===== config.mk =====
export PLATFORM = sky130hd
export DESIGN_NAME = alr_ram
export DESIGN_NICKNAME = d
export VERILOG_FILES = /design/src/hdl/alr_ram.sv
export SDC_FILE = /design/constraint.sdc
export NUM_CORES = 1
export LEC_CHECK = 0
export BUFFER_PORTS_ARGS = -buffer_cell sky130_fd_sc_hd__buf_2
export CORE_MARGIN = 1
export CORE_UTILIZATION = 62
export DETAILED_ROUTE_END_ITERATION = 16
export PLACE_DENSITY = 0.79
export REMOVE_ABC_BUFFERS = 1
export SKIP_CTS_REPAIR_TIMING = 1
export SYNTH_ARGS = -nofsm -noshare
export SYNTH_HDL_FRONTEND = slang
export SYNTH_SLANG_ARGS = --single-unit

===== constraint.sdc =====
create_clock -name clock -period 2.4 [get_ports clock]
set_clock_uncertainty 0.05 [all_clocks]
set_input_delay 0.24 -clock clock [delete_from_list [all_inputs] [get_ports clock]]
set_output_delay 0.24 -clock clock [all_outputs]
set_load 0.02 [all_outputs]

===== src/hdl/alr_ram.sv =====
// Generic single-write, single-read RAM with a registered read port.
`default_nettype none

module alr_ram #(
   parameter int WIDTH = 8,
   parameter int DEPTH = 64
) (
   input  wire logic                     clock,
   input  wire logic                     wr_en,
   input  wire logic [$clog2(DEPTH)-1:0] wr_addr,
   input  wire logic [WIDTH-1:0]         wr_data,
   input  wire logic [$clog2(DEPTH)-1:0] rd_addr,
   output logic      [WIDTH-1:0]         rd_data
);

   logic [WIDTH-1:0] mem [DEPTH];

   // Write port and registered read port.
   always_ff @(posedge clock) begin
      if (wr_en) begin
         mem[wr_addr] <= wr_data;
      end
      rd_data <= mem[rd_addr];
   end

endmodule

`default_nettype wire


==> results by group <==
Status
  • Status: finished clean

Clocking
  • H-Tree Depth: 2
  • Skew-Pair Late Insertion Delay: 0.55 ns
  • Sinks on Clock Net: 520
  • Num CTS Buffers: 48
  • CTS clk-pin slew, worst paths: 0.07 ns
  • Clock root cell: clkbuf_16
  • Worst-case clock buffer depth: 3
  • CTS tree: built

Power
  • Pwr Density: 786 nW/µm²
  • Peak VDD IR: 0.664 mV
  • Switch share: 21.0%
  • Part of the power in registers: 55.8%
  • P_leak: 7.43 nW
  • Logic pwr share: 5.7%
  • Clk pwr share: 38.5%
  • Int Pwr: 14.3 mW
  • Tot Pwr: 18.1 mW
  • NetSw: 3.79 mW

Run
  • Max-cap viol count: 0

Critical path
  • Crit. Startpoint: mem[29][6]
  • Arr. time, crit path: 2.61 ns
  • Critical Path Sink: rd_data[6]
  • R2r setup slk: 0.15 ns
  • WP buf/inv: 0
  • CP top delay family: multiplexers
  • Required time of the critical path: 2.75 ns
  • Crit path largest cell delay: 0.48 ns
  • Reg2Reg Depth: 5
  • Crit Path Class: reg -> reg
  • Crit-path max FO: 1
  • Startpoint Class: flop
  • CP Capture Type: flop
  • RR Startpoint: mem[29][6]
  • Crit. path cell count: 5
  • Crit path cell chain: mux4_2, mux2_2, o221a_2, nor3_1, o32ai_1
  • Reg2reg end: rd_data[6]
  • Slowest stage cell, crit path: mux4_2

Hold path
  • Hold crit path type: in -> reg

Timing
  • Slew HR: 37.7%
  • Slew Limit Fails: 0
  • Final WS setup: 0.147 ns
  • RSZ-0062 raised after global routing: false
  • Post-route setup TNS: 0 ns
  • Worst-margin pin slew: 0.935 ns
  • Fmax: 444 MHz
  • Fin crit period: 2.25 ns
  • Setup violators final: 0
  • Final Hold Vio Count: 0
  • Final period util: 93.9%
  • Hold slack: 0.0893 ns

Die
  • Y dimension of the die: 182 µm
  • Io pins: 30
  • Die ar.: 33300 µm²
  • Core area: 31800 µm²
  • Row count: 65
  • Die W: 182 µm
  • Initial Util: 63.4%

GRT
  • Largest net degree at the start of global routing: 65
  • Initial antenna violation count: 2
  • Global-route usage over all layers: 30.2%
  • GR Overflow Total: 0
  • First-pass GRT wire length: 70800 µm
  • Vias in the first global route: 10651

Finish
  • Layout cells sized above 1: 31.4%
  • Area Overhead vs Synth: 14.0%
  • Diode count: 0
  • Final net count: 1112
  • Final Cell Area: 23000 µm²

Synthesis
  • Syn Inst Count: 940
  • Post-Syn Area per Cell: 21.5 µm²
  • Cell area after synthesis: 20200 µm²
  • Adder and majority gate portion of the synthesized area: 0%
  • Number of synthesized register bits: 520
  • Synthesis Warnings: 0
  • Main combinational cell family by area after synthesis: multiplexers
  • Simple-gate portion of the synthesized area: 3.39%
  • Post-synthesis sequential area ratio: 77.0%
  • Synth Area in Compound Gates: 2.07%
  • Mux cell area share after synthesis: 15.9%
  • XOR/XNOR Fraction of Synth Area: 0%
  • Library cells used by synthesis: 40

Place
  • Port bufs: 29
  • Dpl cell area: 21600 µm²
  • Pre-CTS WS: -0.116 ns
  • Dpl hpwl: 29200 µm
  • GP Congestion: 0.892

Drt
  • Drt total wl: 47500 µm
  • ANT nets after route: 0
  • Vias after detailed routing: 10480
  • Initial DRC Count: 1402
  • WL per Instance: 30.5 µm
  • Pre-Repair DR Iteration Count: 5
  • Vias/cell: 6.73
  • Drt drc: 0
-- layout by cell type (no fill, tap or decap), types with 13 or more instances in the layout --
cell type,Yosys,layout
buf_2,11,26
nand3_1,13,13
buf_4,13,114
mux4_2,126,126
nor2_1,83,83
nand2_1,19,19
edfxtp_1,512,512
nor2b_1,14,14
clkbuf_16,0,49
mux2i_1,23,23
mux2_2,13,13
-- synth_stat cells --
cell type | instances | area, µm²
a211oi_1 | 4 | 30.0
mux4_2 | 126 | 2840
o21a_1 | 2 | 15.0
o32ai_1 | 2 | 17.5
buf_2 | 11 | 55.1
nor2b_1 | 14 | 87.6
buf_12 | 2 | 40.0
or3_1 | 1 | 6.26
a31oi_1 | 1 | 6.26
buf_6 | 4 | 45.0
nand3_1 | 13 | 65.1
dfxtp_1 | 8 | 160
nand2_1 | 19 | 71.3
nand4_1 | 2 | 12.5
o22ai_1 | 8 | 50.1
o41ai_1 | 2 | 17.5
a22oi_1 | 3 | 22.5
and2_1 | 1 | 6.26
mux2_2 | 13 | 146
nor4_1 | 2 | 12.5
a2111oi_0 | 2 | 17.5
a21oi_1 | 3 | 15.0
buf_1 | 4 | 15.0
o2bb2ai_1 | 3 | 26.3
nand3b_1 | 3 | 22.5
o21ai_0 | 2 | 10.0
buf_4 | 13 | 97.6
mux2i_1 | 23 | 230
o221a_2 | 2 | 22.5
o21ai_1 | 2 | 10.0
o221ai_1 | 8 | 70.1
a221oi_1 | 6 | 52.6
o311ai_1 | 1 | 8.76
nand4b_1 | 1 | 8.76
o2111ai_1 | 3 | 26.3
clkbuf_1 | 17 | 63.8
nor3_1 | 7 | 35.0
edfxtp_1 | 512 | 15400
nor2_1 | 83 | 312
nand2b_1 | 7 | 43.8
-- routing by layer --
metal	track usage [%]	share of wire, %	vias up
met1	42.3	36	5360
met4	11.1	3.6	2
met5	0	0.027	-
met2	48.7	49	776
li1	-	-	4219
met3	5.27	11	123
-- how the worst min path moves through the flow --
stage                from  cells after the start  slack [ns]         end
4_1_cts        rd_addr[5]                      3        0.06  rd_data[1]
2_1_floorplan  wr_data[0]                      0        0.29   mem[0][0]
3_3_place_gp   rd_addr[5]                      3        0.61  rd_data[1]
5_1_grt        rd_addr[5]                      3         0.1  rd_data[2]
3_5_place_dp   rd_addr[5]                      3        0.64  rd_data[1]
6_report       rd_addr[5]                      3        0.09  rd_data[1]
-- per-stage QoR --
step	util (%)	cells
floorplan	-	889
global placement	67.9	1475
detailed placement	67.9	1475
CTS	72.3	1557
global route	72.3	1557
finish	72.3	1557
-- registers in the layout, indices dropped and copies added (netlist names) --
| name | flops |
|---|---|
| mem | 512 |
| rd_data | 8 |
-- final cells by class --
| class | count | area [µm²] |
|---|---|---|
| multi-input combinational | 369 | 4320 |
| tap | 435 | 544 |
| fill | 1743 | 8810 |
| clock inverter | 22 | 126 |
| sequential | 520 | 15500 |
| timing repair buffer | 151 | 1200 |
| clock buffer | 60 | 1270 |
-- logic make-up after synthesis --
family,after synthesis
muxes,162
and+or+nand+nor,153
buffers and inverters,51
DFF,520
AOI/OAI and AO/OA,54
-- power by group through the flow --
stage | clock network, mW | registers, mW | logic, mW
CTS | 6.98 | 10.1 | 1.02
global route | 7.30 | 10.1 | 1.07
global placement | 0 | 10.3 | 0.974
detailed placement | 0 | 10.3 | 0.998
finish | 6.96 | 10.1 | 1.02
floorplan | 0 | 10.3 | 0.390
-- worst reg2reg max path: stages (launching register included) --
cell and delay [ns]:
edfxtp_1 0.38, mux4_2 0.48, mux2_2 0.28, o221a_2 0.27, nor3_1 0.46, o32ai_1 0.19
Power figures use the tool's default switching activity.
