--- config.mk ---
export PLATFORM = sky130hd
export DESIGN_NAME = alr_ones_counter
export DESIGN_NICKNAME = d
export VERILOG_FILES = /design/src/hdl/alr_pkg.sv /design/src/hdl/alr_ones_counter.sv
export SDC_FILE = /design/constraint.sdc
export NUM_CORES = 1
export LEC_CHECK = 0
export BUFFER_PORTS_ARGS = -buffer_cell sky130_fd_sc_hd__buf_4
export CAP_MARGIN = 10
export CORE_MARGIN = 5
export CORE_UTILIZATION = 25
export CTS_BUF_LIST = sky130_fd_sc_hd__clkbuf_8
export DETAILED_ROUTE_END_ITERATION = 8
export PLACE_DENSITY = 0.49
export REMOVE_ABC_BUFFERS = 1
export SKIP_CTS_REPAIR_TIMING = 1
export SLEW_MARGIN = 0
export SYNTH_ARGS = -nofsm -noshare
export SYNTH_HDL_FRONTEND = slang
export SYNTH_SLANG_ARGS = --single-unit
--- constraint.sdc ---
create_clock -name clock -period 2.8 [get_ports clock]
set_input_delay 0.42 -clock clock [delete_from_list [all_inputs] [get_ports clock]]
set_output_delay 0.42 -clock clock [all_outputs]
set_load 0.03 [all_outputs]
--- src/hdl/alr_pkg.sv ---
// Shared constants and types for the area link reachability unit.
`default_nettype none

package alr_pkg;

   // Area numbering and matrix geometry.
   localparam int NUM_AREAS = 64;
   localparam int AREA_W    = 6;
   localparam int STRIDE    = 64;
   localparam int LINK_W    = 8;
   localparam int ROW_W     = STRIDE * LINK_W;
   localparam int MASK_W    = 64;
   localparam int COUNT_W   = 7;
   localparam int CMD_W     = 2;

   // Bits of the mask that stand for areas that exist.
   localparam logic [MASK_W-1:0] AREA_MASK =
      (NUM_AREAS >= MASK_W) ? {MASK_W{1'b1}} :
      ((MASK_W'(1) << NUM_AREAS) - MASK_W'(1));

   typedef logic [CMD_W-1:0]   cmd_type;
   typedef logic [AREA_W-1:0]  area_type;
   typedef logic [MASK_W-1:0]  mask_type;
   typedef logic [COUNT_W-1:0] count_type;
   typedef logic [ROW_W-1:0]   row_type;
   typedef logic [LINK_W-1:0]  link_type;

   // Command codes.
   localparam cmd_type CMD_INIT       = 2'd0;
   localparam cmd_type CMD_JOIN       = 2'd1;
   localparam cmd_type CMD_DISCONNECT = 2'd2;
   localparam cmd_type CMD_RECOMPUTE  = 2'd3;

endpackage

`default_nettype wire

--- src/hdl/alr_ones_counter.sv ---
// Population counter that sums one byte of the mask per cycle.
`default_nettype none

module alr_ones_counter (
   input  wire logic              clock,
   input  wire logic              reset,
   input  wire logic              start,
   input  wire alr_pkg::mask_type word,
   output logic                   done,
   output alr_pkg::count_type     count
);
   import alr_pkg::*;

   localparam int STEPS  = MASK_W / 8;
   localparam int STEP_W = $clog2(STEPS);

   logic                active_ff, active_in;
   logic                done_ff, done_in;
   logic [STEP_W-1:0]   step_ff, step_in;
   mask_type            shift_ff, shift_in;
   count_type           acc_ff, acc_in;

   // Ones in one byte.
   function automatic logic [3:0] pop8(input logic [7:0] v);
      logic [3:0] n;
      n = 4'd0;
      for (int i = 0; i < 8; i++) begin
         n = n + {3'd0, v[i]};
      end
      return n;
   endfunction

   // One byte is added each cycle until the word is used up.
   always_comb begin
      active_in = active_ff;
      done_in   = 1'b0;
      step_in   = step_ff;
      shift_in  = shift_ff;
      acc_in    = acc_ff;
      if (start) begin
         active_in = 1'b1;
         step_in   = '0;
         shift_in  = word;
         acc_in    = '0;
      end else if (active_ff) begin
         acc_in   = acc_ff + COUNT_W'(pop8(shift_ff[7:0]));
         shift_in = shift_ff >> 8;
         step_in  = step_ff + STEP_W'(1);
         if (step_ff == STEP_W'(STEPS - 1)) begin
            active_in = 1'b0;
            done_in   = 1'b1;
         end
      end
   end

   always_ff @(posedge clock) begin
      if (reset) begin
         active_ff <= 1'b0;
         done_ff   <= 1'b0;
         step_ff   <= '0;
      end else begin
         active_ff <= active_in;
         done_ff   <= done_in;
         step_ff   <= step_in;
      end
      shift_ff <= shift_in;
      acc_ff   <= acc_in;
   end

   assign done  = done_ff;
   assign count = acc_ff;

endmodule

`default_nettype wire

==> results.md, run 1 <==
* Main synth FF type: edfxtp_1
* Hold crit path type: in2reg
* Mapped Cells at 217
* Max-cap violation count at 0
* Hold depth at 2
* Max FO, Critical Path at 2
* Synth warnings at 0
* Synth unique cells at 29
* GRT Total Usage at 0.08174
* R2R depth at 11
* Final setup violation count at 6
* Largest net degree at the start of global routing at 65
* Share of the synthesized area in the top cell type at 0.5655
* Fraction of registers with async set or reset after synthesis at 0
* Vias per std cell at 4.075
* Hpwl dp at 4.155 mm
* CTS root buffer: clkbuf_8
* CP Data Arrival Time at 3.34 ns
* Die area at 16030 um^2
* Drt pass-1 iters at 4
* Clk_lat worst skew at 0.35 ns
* DR vias at 1944
* Grt total ovfl at 0
* Top-count cell post-synth: edfxtp_1
* Drt initial violations at 55
* Worst Hold Endpoint: active_ff
* Initial core utilization at 0.2556
* Launch point of the worst reg-to-reg path: shift_ff[0]
* Tmin final at 3.112 ns
* Fin Setup TNS at -1.515 ns
* Final setup margin at -0.3120 ns
* Setup skew after layout at 0.006932 ns
* Final core occ at 0.3366
* Dominant cells by area after synthesis: edfxtp_1 (57%), mux2_2 (19%), dfxtp_1 (7.1%), fa_1 (2.9%), ha_1 (2.9%)
* RSZ-0062 raised after global routing: true
* Fillers at 1343
* Vias in the first global route at 2088
* FF-to-FF End: count[4]
* Syn avg cell area at 15.66 um^2
* First-pass GRT wire length at 10.16 mm
* Area Overhead vs Synth at 31.70%
* # DRC at 0
* Initial antenna violation count at 0
* Ratio of cells with drive above 1 in the final layout at 0.5282
* CTS clock-pin slew for the worst setup and hold paths at 0.07 ns
* Post-synth EDFFs at 64
* Mapped Area at 3398 um^2
* # rows at 42
* Final GP Congestion at 0.7317
* F_max at 321.3 MHz
* Pwr Density at 708.0 nW/um^2
* Antenna viol nets, final at 0
* Die W at 126.6 um
* Routed WL per cell at 13.22 um
* CP Launch Type: register
* LEAKAGE at 0.001764 uW
* Total chip power at 3169 uW
* Synth area leader: edfxtp_1
* Status: finished, violations left
* Clk sink count at 76
* Seq cells post-synth at 76
* Final Net Count at 377
* Worst slew margin at 0.5614
* Slew @ Worst Pin at 0.6570 ns
* Failing checks: setup timing
* Pre-CTS WS at -0.3944 ns
* Final Hold Fails at 0
* Worst path required time at 3.02 ns
* Hold Startpoint: reset
* Final wirelength at 6.304 mm
* H-tree depth at 3
* Most instantiated cells after synthesis: edfxtp_1 (64), mux2_2 (56), dfxtp_1 (12)
* Crit. End Element: register
* # diodes at 0
* Die Y at 126.6 um
* Num CTS Buffers at 9
* Final worst path period share at 1.111
* FF-to-FF setup slack at -0.31 ns
* Final Max Tran Viols at 0
* TritonCTS clock tree: built
* I/O pin count at 75
* IO Port Bufs at 74
* CP Class: reg2reg
* Peak VDD IR at 293.3 uV
* Core area at 13300 um^2
* Clock Path Buffers at 2
* Sequential fraction of the synthesis area at 0.6362
registers in the layout, summed over array words and instances, names as in the netlist:
register and count:
active_ff 1, done 1, count 7, shift_ff 64, step_ff 3
layer usage:
layer	vias up	GRT usage	part of all wire
met1	923	0.09310	0.42
met4	0	0.04543	0.021
met2	54	0.1180	0.45
met3	11	0.05002	0.11
met5	-	0	0
li1	956	-	-
how the worst max path moves through the flow:
stage                     cells after the start        to        start
after global placement                       11  count[6]  shift_ff[0]
after global routing                         11  count[4]  shift_ff[0]
after floorplan                              11  count[6]     count[0]
after CTS                                    11  count[6]  shift_ff[0]
after detailed placement                     11  count[6]  shift_ff[0]
final                                        11  count[4]  shift_ff[0]
per-stage QoR:
stage	instances	cell area, um^2	hold WS (ns)
2_1_floorplan	206	3344	0.4924
3_3_place_gp	461	4183	0.5078
3_5_place_dp	461	4183	0.5008
4_1_cts	476	4436	0.2306
5_1_grt	477	4476	0.2506
6_report	477	4476	0.2663
final cells by class:
cell class / instances / area (um^2) / area share
Inverter: 11 / 41.29 / 0.009226
Clock buffer: 9 / 123.9 / 0.02768
Multi-Input combinational cell: 119 / 1170 / 0.2614
Clock inverter: 6 / 128.9 / 0.02880
Tap cell: 176 / 220.2 / 0.04920
Timing Repair Buffer: 80 / 629.4 / 0.1406
Sequential cell: 76 / 2162 / 0.4831
layout by cell type (no fill, tap or decap), drive strengths merged, types with 3 or more instances in the layout:
cell type  synthesis  final
a21oi              5      5
and2               8      8
buf                9     80
bufinv             0      4
clkbuf             2      9
dfxtp             12     12
edfxtp            64     64
fa                 5      5
ha                 8      8
inv               11     12
mux2              57     57
mux2i              3      3
nand2              4      4
nor2               7      7
nor3               5      5
xnor2              4      4
power by group:
part	internal [uW]	switching [uW]
Sequential	1370	44.2
Clock	673	402
Combinational	356	326
Total	2400	773
kinds of logic after synthesis:
group                      share of synthesized area
buffers and inverters                        0.02798
muxes                                         0.1977
and+or+nand+nor                              0.05045
AOI/OAI and AO/OA                            0.01841
adders and majority gates                    0.05891
xor gates and xnor gates                     0.01031
DFF                                           0.6362
worst max-delay path, cell delays in order, from the launching register on:
cell and delay, ns:
edfxtp_1 0.39, fa_1 0.52, inv_1 0.05, fa_1 0.49, fa_1 0.43, fa_2 0.37
inv_2 0.08, fa_2 0.24, nand3_4 0.09, a21boi_2 0.16, xnor2_1 0.12, nor2_1 0.05
Note: power is estimated with default switching activity, not from simulation.
==> run 2, diff against run 1 <==
--- a/config.mk
+++ b/config.mk
@@ -11,7 +11,7 @@
 export CORE_UTILIZATION = 25
 export CTS_BUF_LIST = sky130_fd_sc_hd__clkbuf_8
 export DETAILED_ROUTE_END_ITERATION = 8
-export PLACE_DENSITY = 0.49
+export PLACE_DENSITY = 0.4
 export REMOVE_ABC_BUFFERS = 1
 export SKIP_CTS_REPAIR_TIMING = 1
 export SLEW_MARGIN = 0
==> run 2 against run 1 <==
The run still ends with setup timing left; clock power decreased by 25%; global-route usage increased by 0.18 points; non-clock buffer count increased by 1; combinational power increased by 2%; clock-buffer cell count unchanged; clock skew increased by 0.00053 ns; setup slack got worse by 0.011 ns; critical path type unchanged; highest routed layer unchanged.
==> results.md, run 2 (synthesized netlist as in run 1, its figures left out) <==
* Status: finished, violations left
* Failing checks: setup timing
* Peak VDD IR at 249.9 uV (-15%)
* CP max-delay cell: fa_1
* Fillers at 1365 (+1.6%)
* Launch point of the worst reg-to-reg path: shift_ff[0]
* Met3 Usage GRT at 0.05843 (+0.008407)
* Final Hold Fails at 0 (unchanged)
* Setup skew after layout at 0.007465 ns (+0.0005330 ns)
* Crit. Startpoint: shift_ff[0]
* GRT Total Usage at 0.08355 (+0.001810)
* CP Class: reg2reg
* Ratio of cells with drive above 1 in the final layout at 0.5248 (-0.003487)
* Die area at 16030 um^2 (unchanged)
* R2R depth at 11 (unchanged)
* Final setup margin at -0.3225 ns (-0.01055 ns)
* Final core occ at 0.3319 (-0.004705)
* F_max at 320.3 MHz (-0.34%)
* Final Max Tran Viols at 0 (unchanged)
* # rows at 42 (unchanged)
* Largest net degree at the start of global routing at 52 (-20%)
* Initial antenna violation count at 0 (unchanged)
* Final Net Count at 378 (+0.27%)
* Crit. End Element: register
* I/O pin count at 75 (unchanged)
* Max incr delay on CP at 0.52 ns (about the same)
* Pwr Density at 660.4 nW/um^2 (-6.7%)
* Vias in the first global route at 2049 (-1.9%)
* RSZ-0062 raised after global routing: true
* Number of flip-flops in the largest register at 64 (unchanged)
* Final worst path period share at 1.115 (+0.003767)
* GR peak layer: met2
* Area Overhead vs Synth at 29.86%
* Worst path cell trace: fa_1 > inv_1 > fa_1 > fa_1 > fa_2 > inv_2 > fa_2 > nand3_2 > a21boi_2 > xnor2_1 > nor2_1
* Final setup violation count at 6 (unchanged)
* Reg area at 2162 um^2 (unchanged)
* Antenna viol nets, final at 0 (unchanged)
* Die W at 126.6 um (unchanged)
* # DRC at 0 (unchanged)
* Clock Path Buffers at 2 (unchanged)
* Clk sink count at 76 (unchanged)
* Worst path required time at 3.04 ns (+0.02 ns)
* Final wirelength at 6.482 mm (+2.8%)
* Met2 GRT Util at 0.1273 (+0.009340)
* Max FO, Critical Path at 2 (unchanged)
* First-pass GRT wire length at 10.22 mm (+0.61%)
* Max-cap violation count at 0 (unchanged)
* Slew @ Worst Pin at 0.6950 ns (+0.03798 ns)
* Met1 global-route usage at 0.09081 (-0.002284)
* Fin Setup TNS at -1.757 ns (-0.2422 ns)
* CP most frequent cell: fa_1
* TritonCTS clock tree: built
* Grt total ovfl at 0 (unchanged)
* Most frequent cells in the layout: buf_4 (79), edfxtp_1 (64), mux2_2 (56)
* Final GP Congestion at 0.7452 (+1.8%)
* CP Data Arrival Time at 3.36 ns (+0.02 ns)
* # diodes at 0 (unchanged)
* IO Port Bufs at 74 (unchanged)
* LEAKAGE at 0.001743 uW (-1.2%)
* Vias per std cell at 4.050 (-0.62%)
* Hold depth at 2 (unchanged)
* Multi-input combinational cell area at 1172 um^2 (+0.21%)
* Tmin final at 3.123 ns (+0.01055 ns)
* Hold Startpoint: reset
* CTS root buffer: clkbuf_8
* Routed WL per cell at 13.53 um (+2.4%)
* Num CTS Buffers at 9 (unchanged)
* Commonest non-fill, non-tap cell in the layout: buf_4
* Hpwl dp at 4.214 mm (+1.4%)
* CP Launch Type: register
* Initial core utilization at 0.2556 (unchanged)
* Clk_lat worst skew at 0.35 ns (about the same)
* DR vias at 1940 (-0.21%)
* Drt pass-1 iters at 4 (unchanged)
* Drt initial violations at 96 (+75%)
* Reg with most FFs: shift_ff
* Die Y at 126.6 um (unchanged)
* CTS clock-pin slew for the worst setup and hold paths at 0.07 ns (about the same)
* H-tree depth at 3 (unchanged)
* Worst slew margin at 0.5361 (-0.02535)
* Core area at 13300 um^2 (unchanged)
* Hold crit path type: in2reg
## run 2: stage by stage
step / power [uW] / hold slack [ns] / instances / area, um^2 / worst slack, ns
2_1_floorplan: 1827 / 0.4924 / 206 / 3344 / -0.3162
3_3_place_gp: 2069 / 0.5106 / 461 / 4185 / -0.3621
3_5_place_dp: 2074 / 0.5036 / 461 / 4185 / -0.4209
4_1_cts: 2919 / 0.2265 / 477 / 4369 / -0.4268
5_1_grt: 3114 / 0.2268 / 479 / 4413 / -0.4731
6_report: 2914 / 0.2649 / 479 / 4413 / -0.3225
## run 2: final timing paths
kind,slack (ns),end
worst max-delay path,-0.32,count[4]
worst min-delay path,0.26,active_ff
worst max register to register,-0.32,count[4]
worst min register to register,0.51,count[2]
## run 2: where the power goes
part           internal, uW  total, uW  switching [uW]
clock                   401        808             407
combinational           369        696             327
sequential             1370       1410            43.5
total                  2140       2910             778
## run 2: area by class of cell
| cell class | count | share of cell area |
|---|---|---|
| Sequential cell | 76 | 0.4899 |
| Multi-Input combinational cell | 119 | 0.2657 |
| Timing Repair Buffer | 81 | 0.1435 |
| Tap cell | 176 | 0.04990 |
| Clock buffer | 9 | 0.02807 |
| Clock inverter | 7 | 0.01361 |
| Inverter | 11 | 0.009356 |
## run 2: critical path: cells and delay by family, from the launching register on
| kind | cells | cell delay [ns] |
|---|---|---|
| DFF | 1 | 0.40 |
| adders and majority gates | 5 | 2.03 |
| and+or+nand+nor | 2 | 0.15 |
| xor gates and xnor gates | 1 | 0.12 |
| AOI/OAI and AO/OA | 1 | 0.17 |
| buffers and inverters | 2 | 0.13 |
## run 2: per-layer routing
| metal | vias to the layer above | part of all wire |
|---|---|---|
| met4 | 0 | 0.017 |
| met1 | 916 | 0.40 |
| met5 | - | 0 |
| li1 | 956 | - |
| met2 | 58 | 0.46 |
| met3 | 10 | 0.12 |
==> run 3, diff against run 2 <==
--- a/config.mk
+++ b/config.mk
@@ -8,10 +8,10 @@
 export BUFFER_PORTS_ARGS = -buffer_cell sky130_fd_sc_hd__buf_4
 export CAP_MARGIN = 10
 export CORE_MARGIN = 5
-export CORE_UTILIZATION = 25
-export CTS_BUF_LIST = sky130_fd_sc_hd__clkbuf_8
+export CORE_UTILIZATION = 51
+export CTS_BUF_LIST = sky130_fd_sc_hd__clkbuf_2 sky130_fd_sc_hd__clkbuf_4 sky130_fd_sc_hd__clkbuf_8
 export DETAILED_ROUTE_END_ITERATION = 8
-export PLACE_DENSITY = 0.4
+export PLACE_DENSITY = 0.75
 export REMOVE_ABC_BUFFERS = 1
 export SKIP_CTS_REPAIR_TIMING = 1
 export SLEW_MARGIN = 0
==> run 3 against run 2 <==
Cell count decreased by 20%; worst hold slack improved by 0.0016 ns; global-route usage increased by 6.1 points; the run still ends with setup timing left; combinational power decreased by 5.0%; via count increased by 0.21%; cell area decreased by 2.5%; clock power increased by 10%; clock-buffer cell count unchanged; wire length decreased by 12%; critical path depth unchanged; setup slack got worse by 0.023 ns.
==> results.md, run 3 (synthesized netlist as in run 1, its figures left out) <==
* Status: finished, violations left
* Failing checks: setup timing
* Hpwl dp at 3.976 mm (-5.6%)
* Final setup margin at -0.3458 ns (-0.02329 ns)
* Max incr delay on CP at 0.53 ns (about the same)
* NetSw at 746.7 uW (-4.0%)
* CTS clock-pin slew for the worst setup and hold paths at 0.08 ns (about the same)
* Setup skew after layout at 0.006361 ns (-0.001104 ns)
* Initial core utilization at 0.5291 (+0.2735)
* F_max at 317.9 MHz (-0.74%)
* Clock group share of total power at 0.301 (+0.024)
* P_int at 2214 uW (+3.6%)
* RSZ-0062 raised after global routing: true
* Area Overhead vs Synth at 26.58%
* Final worst path period share at 1.123 (+0.008316)
* Peak VDD IR at 406.9 uV (+63%)
* R2R depth at 11 (unchanged)
* # rows at 29 (-31%)
* CTS root buffer: clkbuf_8
* Multi-input combinational cell area at 1159 um^2 (-1.2%)
* Commonest non-fill, non-tap cell in the layout: buf_4
* Core area at 6422 um^2 (-52%)
* Reg area at 2162 um^2 (unchanged)
* Drt initial violations at 66 (-31%)
* Fillers at 490 (-64%)
* Hold depth at 2 (unchanged)
* Worst path required time at 3.01 ns (-0.03 ns)
* Die W at 91.63 um (-28%)
* Antenna viol nets, final at 0 (unchanged)
* Clk_lat worst skew at 0.34 ns (about the same)
* Tmin final at 3.146 ns (+0.02329 ns)
* Crit. End Element: register
* Levels on crit path at 11 (unchanged)
* H-tree depth at 3 (unchanged)
* Max FO, Critical Path at 2 (unchanged)
* First-pass GRT wire length at 9.335 mm (-8.6%)
* I/O pin count at 75 (unchanged)
* Reg with most FFs: shift_ff
* CP Class: reg2reg
* GRT Total Usage at 0.1444 (+0.06082)
* DR vias at 1944 (+0.21%)
* Worst path cell trace: fa_1 > inv_1 > fa_1 > fa_1 > fa_2 > inv_2 > fa_2 > nand3_2 > a21boi_2 > xnor2_1 > nor2_1
* Slew @ Worst Pin at 0.6302 ns (-0.06471 ns)
* Fin Setup TNS at -1.770 ns (-0.01333 ns)
* Vias per std cell at 5.102 (+26%)
* Final GP Congestion at 0.8262 (+11%)
* CP Buf/Inv Count at 2 (unchanged)
* Clock Path Buffers at 2 (unchanged)
* Drt pass-1 iters at 4 (unchanged)
* # DRC at 0 (unchanged)
* Max-cap violation count at 0 (unchanged)
* Worst slew margin at 0.5793 (+0.04320)
* Most frequent cells in the layout: buf_4 (81), edfxtp_1 (64), mux2_2 (56)
* Pre-CTS WS at -0.4350 ns (-0.01411 ns)
* Final setup violation count at 6 (unchanged)
* Vias in the first global route at 2076 (+1.3%)
* Largest net degree at the start of global routing at 65 (+25%)
* Final Max Tran Viols at 0 (unchanged)
* Placed Instances at 364 (-21%)
* CP Data Arrival Time at 3.36 ns (about the same)
* Number of flip-flops in the largest register at 64 (unchanged)
* CP Launch Type: register
* Total chip power at 2961 uW (+1.6%)
* # diodes at 0 (unchanged)
* CP most frequent cell: fa_1
* Combinational power share at 0.223 (-0.016)
* Num CTS Buffers at 9 (unchanged)
* Die area at 8396 um^2 (-48%)
* Final wirelength at 5.678 mm (-12%)
* Flop pwr share at 0.476 (-0.008)
* Final Net Count at 379 (+0.26%)
* LEAKAGE at 0.001746 uW (+0.15%)
* Die Y at 91.63 um (-28%)
* Routed WL per cell at 14.90 um (+10%)
* Ratio of cells with drive above 1 in the final layout at 0.5329 (+0.008142)
* CP max-delay cell: fa_1
* Delay-heaviest family, CP: adder cells
* Hold crit path type: in2reg
* Clk sink count at 76 (unchanged)
* IO Port Bufs at 74 (unchanged)
* Grt total ovfl at 0 (unchanged)
* Pwr Density at 688.3 nW/um^2 (+4.2%)
* TritonCTS clock tree: built
* Final Hold Fails at 0 (unchanged)
* Sw frac at 0.2522 (-0.01469)
* Final Instance Count excl. Fillers at 381 (-20%)
* Initial antenna violation count at 0 (unchanged)
[run 3: area by class of cell]
| cell class | instances | area share |
|---|---|---|
| tap | 77 | 0.02240 |
| multi-input combinational | 119 | 0.2693 |
| inverter | 11 | 0.009599 |
| timing repair buffer | 82 | 0.1460 |
| sequential | 76 | 0.5026 |
| clock buffer | 9 | 0.02880 |
| clock inverter | 7 | 0.02123 |
[run 3: metal layers]
layer  share of wire  vias to the layer above  global-route usage
li1                -                      959                   -
met2            0.51                       52              0.2325
met5               0                        -                   0
met3           0.080                       10             0.07038
met4           0.018                        0             0.06533
met1            0.40                      923              0.1622
[run 3: path summary, 6_finish.rpt]
| check | startpoint | to | slack (ns) |
|---|---|---|---|
| setup reg to reg | shift_ff[0] | count[4] | -0.35 |
| hold / removal | reset | active_ff | 0.27 |
| setup / recovery | shift_ff[0] | count[4] | -0.35 |
| hold reg to reg | count[2] | count[2] | 0.51 |
[run 3: power groups by stage]
stage / combinational (uW) / clock, uW / sequential, uW
finish: 661 / 890 / 1410
global route: 726 / 987 / 1420
CTS: 631 / 925 / 1410
detailed placement: 628 / 0 / 1440
global placement: 607 / 0 / 1430
floorplan: 360 / 0 / 1470
[run 3: stage by stage]
step / area (um^2) / util / hold WS, ns
after floorplan: 3344 / - / 0.4924
after CTS: 4277 / 0.6659 / 0.2438
after global placement: 4061 / 0.6324 / 0.5040
final: 4302 / 0.6698 / 0.2665
after global routing: 4302 / 0.6698 / 0.2494
after detailed placement: 4061 / 0.6324 / 0.5046
